--- src/sv/acsw_pkg.sv ---
// types and constants of the attenuator serial command writer
// no dependencies
`timescale 1ns / 1ps
`default_nettype none

package acsw_pkg;

   localparam int FRAME_BITS  = 11;
   localparam int PHASE_COUNT = 46;
   localparam int PHASE_W     = $clog2(PHASE_COUNT);
   localparam int QUEUE_DEPTH = 2;

   localparam logic [PHASE_W-1:0] PHASE_FIRST = '0;
   localparam logic [PHASE_W-1:0] PHASE_LAST  = PHASE_W'(PHASE_COUNT - 1);

   localparam logic [2:0] HOLD_IDLE = 3'd4;
   localparam logic [2:0] HOLD_BIT  = 3'd1;
   localparam logic [2:0] HOLD_END  = 3'd0;

   typedef logic [FRAME_BITS-1:0] frame_type;

   // one frame moving from the front end into the queue
   typedef struct packed {
      logic      valid;
      frame_type frame;
   } frame_xfer_type;

   // queue status seen by both sides
   typedef struct packed {
      logic full;
      logic empty;
   } queue_status_type;

endpackage

`default_nettype wire

--- src/sv/acsw_front.sv ---
// front end: takes a command, rejects bad channels, builds the 11-bit frame
// depends on acsw_pkg
`timescale 1ns / 1ps
`default_nettype none

module acsw_front (
   input  wire logic                       clock,
   input  wire logic                       reset,
   input  wire logic                       start,
   output logic                            busy,
   input  wire logic                       req_func,
   input  wire logic [1:0]                 req_channel,
   input  wire logic signed [7:0]          req_att_db,
   input  wire acsw_pkg::queue_status_type q_status,
   output acsw_pkg::frame_xfer_type        push
);
   import acsw_pkg::*;

   typedef enum logic {
      FUNC_SINGLE = 1'b0,
      FUNC_BOTH   = 1'b1
   } func_type;

   localparam logic signed [7:0] DB_LOW    = -8'sd83;
   localparam logic [1:0]        PREAMBLE  = 2'b11;
   localparam logic [4:0]        ATT1_BASE = 5'd21;
   localparam logic [1:0]        CH_BOTH   = 2'b00;
   localparam logic              CH_SINGLE = 1'b1;
   localparam logic [1:0]        CHANNELS  = 2'd2;

   logic           valid_ff, valid_in;
   frame_type      frame_ff, frame_in;
   logic           accept;
   logic           cmd_ok;
   logic signed [8:0] neg_db;
   logic [6:0]     mag;
   logic [4:0]     att1;
   logic [1:0]     att2;
   logic [1:0]     ch_bits;

   assign busy   = reset | (valid_ff & q_status.full);
   assign accept = start & ~busy;

   always_comb begin
      // magnitude of the clamped dB value, 0..83
      neg_db = -{req_att_db[7], req_att_db};
      if (req_att_db < DB_LOW) begin
         mag = 7'd83;
      end else if (req_att_db > 8'sd0) begin
         mag = 7'd0;
      end else begin
         mag = neg_db[6:0];
      end
      att1 = ATT1_BASE - mag[6:2];
      att2 = 2'd3 - mag[1:0];
      unique case (func_type'(req_func))
         FUNC_SINGLE: begin
            cmd_ok  = (req_channel < CHANNELS);
            ch_bits = {CH_SINGLE, req_channel[0]};
         end
         FUNC_BOTH: begin
            cmd_ok  = 1'b1;
            ch_bits = CH_BOTH;
         end
         default: begin
            cmd_ok  = 1'b0;
            ch_bits = CH_BOTH;
         end
      endcase
      frame_in = {PREAMBLE, att2, att1, ch_bits};
   end

   // frame stays while the queue is full, rejected commands are dropped here
   assign valid_in = (valid_ff & q_status.full) | (accept & cmd_ok);

   always_ff @(posedge clock) begin
      if (reset) begin
         valid_ff <= 1'b0;
      end else begin
         valid_ff <= valid_in;
      end
      if (accept) begin
         frame_ff <= frame_in;
      end
   end

   assign push.valid = valid_ff & ~q_status.full;
   assign push.frame = frame_ff;

endmodule

`default_nettype wire

--- src/sv/acsw_queue.sv ---
// two-entry frame queue between the front end and the phase sequencer
// depends on acsw_pkg
`timescale 1ns / 1ps
`default_nettype none

module acsw_queue (
   input  wire logic                    clock,
   input  wire logic                    reset,
   input  wire acsw_pkg::frame_xfer_type push,
   input  wire logic                    pop,
   output acsw_pkg::queue_status_type   status,
   output acsw_pkg::frame_type          head
);
   import acsw_pkg::*;

   localparam int PTR_W = (QUEUE_DEPTH > 1) ? $clog2(QUEUE_DEPTH) : 1;
   localparam int CNT_W = $clog2(QUEUE_DEPTH + 1);

   frame_type              entry_ff [QUEUE_DEPTH];
   logic [PTR_W-1:0]       wr_ptr_ff, wr_ptr_in;
   logic [PTR_W-1:0]       rd_ptr_ff, rd_ptr_in;
   logic [CNT_W-1:0]       count_ff, count_in;
   logic                   do_push, do_pop;

   assign status.full  = (count_ff == CNT_W'(QUEUE_DEPTH));
   assign status.empty = (count_ff == '0);
   assign do_push      = push.valid & ~status.full;
   assign do_pop       = pop & ~status.empty;
   assign head         = entry_ff[rd_ptr_ff];

   always_comb begin
      wr_ptr_in = wr_ptr_ff;
      rd_ptr_in = rd_ptr_ff;
      if (do_push) begin
         wr_ptr_in = (wr_ptr_ff == PTR_W'(QUEUE_DEPTH - 1)) ? '0 : wr_ptr_ff + 1'b1;
      end
      if (do_pop) begin
         rd_ptr_in = (rd_ptr_ff == PTR_W'(QUEUE_DEPTH - 1)) ? '0 : rd_ptr_ff + 1'b1;
      end
      count_in = count_ff + CNT_W'(do_push) - CNT_W'(do_pop);
   end

   always_ff @(posedge clock) begin
      if (reset) begin
         wr_ptr_ff <= '0;
         rd_ptr_ff <= '0;
         count_ff  <= '0;
      end else begin
         wr_ptr_ff <= wr_ptr_in;
         rd_ptr_ff <= rd_ptr_in;
         count_ff  <= count_in;
      end
      if (do_push) begin
         entry_ff[wr_ptr_ff] <= push.frame;
      end
   end

endmodule

`default_nettype wire

--- src/sv/acsw_back.sv ---
// phase sequencer: plays one queued frame as 46 two-wire waveform phases
// depends on acsw_pkg
`timescale 1ns / 1ps
`default_nettype none

module acsw_back (
   input  wire logic                       clock,
   input  wire logic                       reset,
   input  wire acsw_pkg::queue_status_type q_status,
   input  wire acsw_pkg::frame_type        q_head,
   output logic                            pop,
   output logic                            rsp_strobe,
   output logic                            rsp_clock_level,
   output logic                            rsp_data_level,
   output logic [2:0]                      rsp_hold_quarters,
   output logic                            rsp_last
);
   import acsw_pkg::*;

   typedef enum logic [1:0] {
      SUB_CLK_HI_DATA = 2'd0,
      SUB_CLK_LO_DATA = 2'd1,
      SUB_CLK_LO_REST = 2'd2,
      SUB_CLK_HI_REST = 2'd3
   } sub_type;

   localparam int BIT_W = $clog2(FRAME_BITS);
   localparam logic [BIT_W-1:0] BIT_LAST = BIT_W'(FRAME_BITS - 1);

   logic               active_ff, active_in;
   logic [PHASE_W-1:0] phase_ff, phase_in;
   frame_type          frame_ff, frame_in;
   logic [PHASE_W-1:0] bit_phase;
   logic [BIT_W-1:0]   bit_idx;
   logic               data_bit;
   logic               rest;
   logic               at_end;

   assign at_end = (phase_ff == PHASE_LAST);
   assign pop    = ~q_status.empty & (~active_ff | at_end);

   always_comb begin
      active_in = active_ff;
      phase_in  = phase_ff;
      frame_in  = frame_ff;
      if (pop) begin
         active_in = 1'b1;
         phase_in  = PHASE_FIRST;
         frame_in  = q_head;
      end else if (active_ff) begin
         if (at_end) begin
            active_in = 1'b0;
         end else begin
            phase_in = phase_ff + 1'b1;
         end
      end
   end

   always_ff @(posedge clock) begin
      if (reset) begin
         active_ff <= 1'b0;
         phase_ff  <= PHASE_FIRST;
      end else begin
         active_ff <= active_in;
         phase_ff  <= phase_in;
      end
      frame_ff <= frame_in;
   end

   // four phases per frame bit after the leading idle phase
   always_comb begin
      bit_phase = phase_ff - 1'b1;
      bit_idx   = bit_phase[BIT_W+1:2];
      data_bit  = ~frame_ff[bit_idx];
      // the last bit releases data low instead of high
      rest      = (bit_idx != BIT_LAST);
      rsp_strobe        = active_ff;
      rsp_last          = active_ff & at_end;
      rsp_hold_quarters = HOLD_BIT;
      rsp_clock_level   = 1'b1;
      rsp_data_level    = 1'b1;
      if (phase_ff == PHASE_FIRST) begin
         rsp_hold_quarters = HOLD_IDLE;
      end else if (at_end) begin
         rsp_hold_quarters = HOLD_END;
      end else begin
         unique case (sub_type'(bit_phase[1:0]))
            SUB_CLK_HI_DATA: begin
               rsp_clock_level = 1'b1;
               rsp_data_level  = data_bit;
            end
            SUB_CLK_LO_DATA: begin
               rsp_clock_level = 1'b0;
               rsp_data_level  = data_bit;
            end
            SUB_CLK_LO_REST: begin
               rsp_clock_level = 1'b0;
               rsp_data_level  = rest;
            end
            SUB_CLK_HI_REST: begin
               rsp_clock_level = 1'b1;
               rsp_data_level  = rest;
            end
            default: begin
               rsp_clock_level = 1'b1;
               rsp_data_level  = 1'b1;
            end
         endcase
      end
   end

endmodule

`default_nettype wire

--- src/sv/attenuator_serial_command_writer_unit.sv ---
// top level of the attenuator serial command writer
// depends on acsw_pkg, acsw_front, acsw_queue, acsw_back
`timescale 1ns / 1ps
`default_nettype none

// A command is taken when start is high and busy is low. Each valid command
// produces 46 waveform phases on the rsp_ ports, one per clock with rsp_strobe
// high and rsp_last on the final idle phase; the receiver cannot stall them, so
// they must be consumed as they appear. The phase sequencer emits one phase per
// cycle; frames of successive commands follow each other with no gap. With the
// sequencer idle and the queue empty, a command passes through the front
// register, a queue entry and the sequencer registers before its first phase is
// on the rsp_ ports. Up to three commands can be waiting (one in the front
// register, two in the queue) before busy rises. A single channel command with
// channel 2 or 3 is dropped in the front end and produces no phases.
module attenuator_serial_command_writer_unit (
   input  wire logic              clock,
   input  wire logic              reset,
   input  wire logic              start,
   output logic                   busy,
   input  wire logic              req_func,
   input  wire logic [1:0]        req_channel,
   input  wire logic signed [7:0] req_att_db,
   output logic                   rsp_strobe,
   output logic                   rsp_clock_level,
   output logic                   rsp_data_level,
   output logic [2:0]             rsp_hold_quarters,
   output logic                   rsp_last
);
   import acsw_pkg::*;

   frame_xfer_type   push;
   queue_status_type q_status;
   frame_type        q_head;
   logic             pop;

   acsw_front u_front (
      .clock       (clock),
      .reset       (reset),
      .start       (start),
      .busy        (busy),
      .req_func    (req_func),
      .req_channel (req_channel),
      .req_att_db  (req_att_db),
      .q_status    (q_status),
      .push        (push)
   );

   acsw_queue u_queue (
      .clock  (clock),
      .reset  (reset),
      .push   (push),
      .pop    (pop),
      .status (q_status),
      .head   (q_head)
   );

   acsw_back u_back (
      .clock             (clock),
      .reset             (reset),
      .q_status          (q_status),
      .q_head            (q_head),
      .pop               (pop),
      .rsp_strobe        (rsp_strobe),
      .rsp_clock_level   (rsp_clock_level),
      .rsp_data_level    (rsp_data_level),
      .rsp_hold_quarters (rsp_hold_quarters),
      .rsp_last          (rsp_last)
   );

endmodule

`default_nettype wire

--- config.mk ---
export PLATFORM = sky130hd
export DESIGN_NAME = attenuator_serial_command_writer_unit
export DESIGN_NICKNAME = d
export VERILOG_FILES = /design/src/sv/acsw_pkg.sv /design/src/sv/acsw_front.sv /design/src/sv/acsw_queue.sv /design/src/sv/acsw_back.sv /design/src/sv/attenuator_serial_command_writer_unit.sv
export SDC_FILE = /design/constraint.sdc
export NUM_CORES = 1
export LEC_CHECK = 0
export CORE_MARGIN = 2
export CORE_UTILIZATION = 60
export CTS_BUF_LIST = sky130_fd_sc_hd__clkbuf_8 sky130_fd_sc_hd__clkbuf_16
export DETAILED_ROUTE_END_ITERATION = 16
export DONT_BUFFER_PORTS = 1
export GPL_ROUTABILITY_DRIVEN = 1
export HOLD_SLACK_MARGIN = 0.08
export PLACE_DENSITY_LB_ADDON = 0.2
export SKIP_CTS_REPAIR_TIMING = 1
export SYNTH_ARGS = -nofsm -noshare
export SYNTH_HDL_FRONTEND = slang
export SYNTH_HIERARCHICAL = 1
export SYNTH_SLANG_ARGS = --single-unit
--- constraint.sdc ---
create_clock -name clock -period 3.2 [get_ports clock]
set_clock_uncertainty 0.1 [all_clocks]
set_input_delay 0.32 -clock clock [delete_from_list [all_inputs] [get_ports clock]]
set_output_delay 0.32 -clock clock [all_outputs]
set_load 0.1 [all_outputs]
==> impl_metrics.ini <==
[run_status]
status = finished clean

[pwr]
power_w = 0.001857
p_clk_share_pct = 19.7
pwr-share-comb_pct = 30.8
irDropWorstVdd_mv = 0.4220
power.leakage_nw = 1.053
cellInternalPower_w = 0.001251
p_switching_w = 0.0006061
p_seq_share_pct = 49.5
p_sw_share_pct = 32.63
p_per_area_nw_per_um2 = 645.7

[place]
place_area_sq_um = 2776
post-dp-hpwl_microns = 3243
io_buffers = 0
place_congestion = 0.8509

[global_routing]
grt_pass1_vias = 1639
grtUsageTotal_pct = 18.82
grt_pass1_wl_microns = 7258
grt_max_degree = 16
antenna_found_initial = 0
grt.overflow.total = 0

[final_layout]
final_area_sq_um = 2877
final_util_pct = 66.52
area_growth_pct = 7.682
fill_cells = 324
antennaDiodeCount = 0
nNetsFinal = 244
drive_gt1_share_pct = 18.92
regArea_sq_um = 1523
multiInputGateArea_sq_um = 1066

[timing]
hold_viol = 0
max_slew_margin_pct = 51.61
rsz0062_at_grt = false
tightest_slew_ns = 0.7231
max_clock_freq_mhz = 334.8
slew_viol_final = 0
setup_viol = 0
fin_crit_sh_pct = 93.34
fin_crit_ns = 2.987

[logic_synthesis]
synth_edf_count = 42
yosysSeqAreaShare_pct = 56.96
yosysWarnings = 6
synth_cell_types = 52
avgSynthCellArea_sq_um = 12.48
async_flop_share_pct = 0
synth_ff_type = edfxtp_1
syn_inst = 214
synth-seq-cells = 55
syn_area_sq_um = 2671

[die]
rows = 24
core-area_sq_um = 4324
fp.dieH_microns = 70.73
io_pins = 22
start_util_pct = 61.78
dieWidth_microns = 70.73
die_area_sq_um = 5002

[setup_path]
worstSetupPathType = reg -> out
startpoint_type = flip-flop
worstPathArrival_ns = 2.57
slowest_stage = mux4_2
critical_path.max_fanout = 9
endpoint_kind = primary output
worstPathRequired_ns = 2.78
path_cells = nor3_4 -> xnor2_2 -> mux4_2 -> a32o_1 -> o211ai_1 -> clkbuf_16
path_buf_inv = 1
path_delay_family = multiplexers
max_stage_delay_ns = 0.55

[detailed_routing]
drt_pre_antenna_iters = 5
drt_iter0_markers = 80
avgViaCountPerCell = 5.891
ant_nets = 0
vias = 1614
drcViolationCount = 0
post_drt_wl_per_cell_microns = 15.88
wirelength_microns = 4350

[job]
cap_viol_max_count = 0

[clock_tree]
clock_tree.root_cell = clkbuf_8
clock_insertion_delay_worst_skew_ns = 0.30
cts.path.max_buffers = 2
cts_max_level = 2
tritoncts = yes
clock-sinks = 55
cts_buffers = 5
clkSlewWorstSetupHoldPaths_ns = 0.08

[worst_hold_path]
min_path_type = in -> reg
-- state kept, by name, indices dropped and copies added (netlist names), named ones only --
name               cells
u_back/rsp_strobe      1
u_front/valid_ff       1
u_back/frame_ff       11
u_back/phase_ff        6
u_queue/entry_ff      22
u_queue/rd_ptr_ff      1
u_queue/count_ff       2
u_front/frame_ff       9
u_queue/wr_ptr_ff      1
-- path summary, 6_finish.rpt --
path | to | cells after the start | from | slack [ns]
worst min register to register | u_queue/entry_ff[0][7] | 0 | u_front/frame_ff[7] | 0.35
worst max register to register | u_queue/count_ff[1] | 12 | u_back/phase_ff[1] | 0.59
worst max-delay path | rsp_data_level | 6 | u_back/phase_ff[2] | 0.21
worst min-delay path | u_front/frame_ff[1] | 1 | req_func | 0.1
-- layout make-up --
| type | instances | share of cell area, % |
|---|---|---|
| Clock inverter | 2 | 0.2610 |
| Timing Repair Buffer | 9 | 3.045 |
| Multi-Input combinational cell | 138 | 37.06 |
| Inverter | 12 | 1.566 |
| Tap cell | 52 | 2.262 |
| Clock buffer | 6 | 2.871 |
| Sequential cell | 55 | 52.94 |
-- placed cells by master, fill, tap and decap left out, types with 2 or more instances in the layout --
cell type / instances
or2_2: 3
ha_1: 9
and3_2: 2
dfxtp_1: 12
o211ai_1: 2
xor2_1: 9
nor2b_1: 5
o21a_1: 3
edfxtp_1: 42
clkbuf_8: 6
nor3_1: 3
mux2_2: 11
nand3_1: 2
nand3b_1: 3
a21o_1: 2
nand4_1: 3
nor3b_1: 4
inv_1: 12
nor3b_4: 2
nor2_1: 16
o21ai_0: 4
nand2_1: 10
and2_1: 2
conb_1: 3
buf_4: 7
xnor2_1: 7
a21oi_1: 10
-- power groups by stage --
stage          Sequential, W  Combinational, W  Clock [W]
4_1_cts             0.000921          0.000570   0.000376
3_5_place_dp        0.000938          0.000567          0
5_1_grt             0.000929          0.000618   0.000406
3_3_place_gp        0.000933          0.000545          0
6_report            0.000920          0.000571   0.000366
2_1_floorplan       0.000951          0.000434          0
-- cells in the mapped netlist, types with 2 or more instances --
cell / n / area share, %
xor2_1: 9 / 3.0
ha_1: 9 / 4.2
and2_1: 2 / 0.47
and3_2: 2 / 0.56
nor2_1: 17 / 2.4
mux2_2: 11 / 4.6
nor2b_1: 5 / 1.2
buf_2: 3 / 0.56
o21a_1: 3 / 0.84
nor3b_1: 5 / 1.4
a21oi_1: 10 / 1.9
nand3b_1: 3 / 0.84
o21ai_0: 4 / 0.75
inv_1: 11 / 1.5
o211ai_1: 2 / 0.56
clkbuf_1: 2 / 0.28
dfxtp_1: 13 / 9.7
a21o_1: 2 / 0.56
buf_4: 4 / 1.1
edfxtp_1: 42 / 47
nand4_1: 3 / 0.70
conb_1: 2 / 0.28
or2_2: 3 / 0.70
xnor2_1: 7 / 2.3
nand2_1: 10 / 1.4
nand3_1: 2 / 0.37
nor3_1: 3 / 0.56
-- layer usage --
metal  global-route usage (%)  up-vias  wire length, microns
met5                        0        -                     0
met4                    9.434        0                   125
met3                    5.698       14                   199
met2                    34.27       43                  2325
met1                    19.47      774                  1700
li1                         -      783                     -
-- cells by family after synthesis --
kind of cell               synth area share (%)
muxes                                     6.839
AOI/OAI and AO/OA                         7.682
DFF                                       56.96
and+or+nand+nor                           14.38
adders and majority gates                 4.216
buffers and inverters                     3.794
other                                    0.2811
xor gates and xnor gates                  5.855
-- metrics by stage --
step                      setup slack (ns)  instances  hold slack, ns  setup TNS (ns)
after floorplan                    -0.2490        215          0.2891         -0.2490
after global placement              0.6470        265          0.2916               0
after detailed placement            0.5480        265          0.2948               0
after CTS                           0.2067        273        -0.03134               0
after global routing               0.07178        274         0.08241               0
final                               0.2132        274         0.09748               0
No activity file was read; power rests on OpenSTA's default activity.
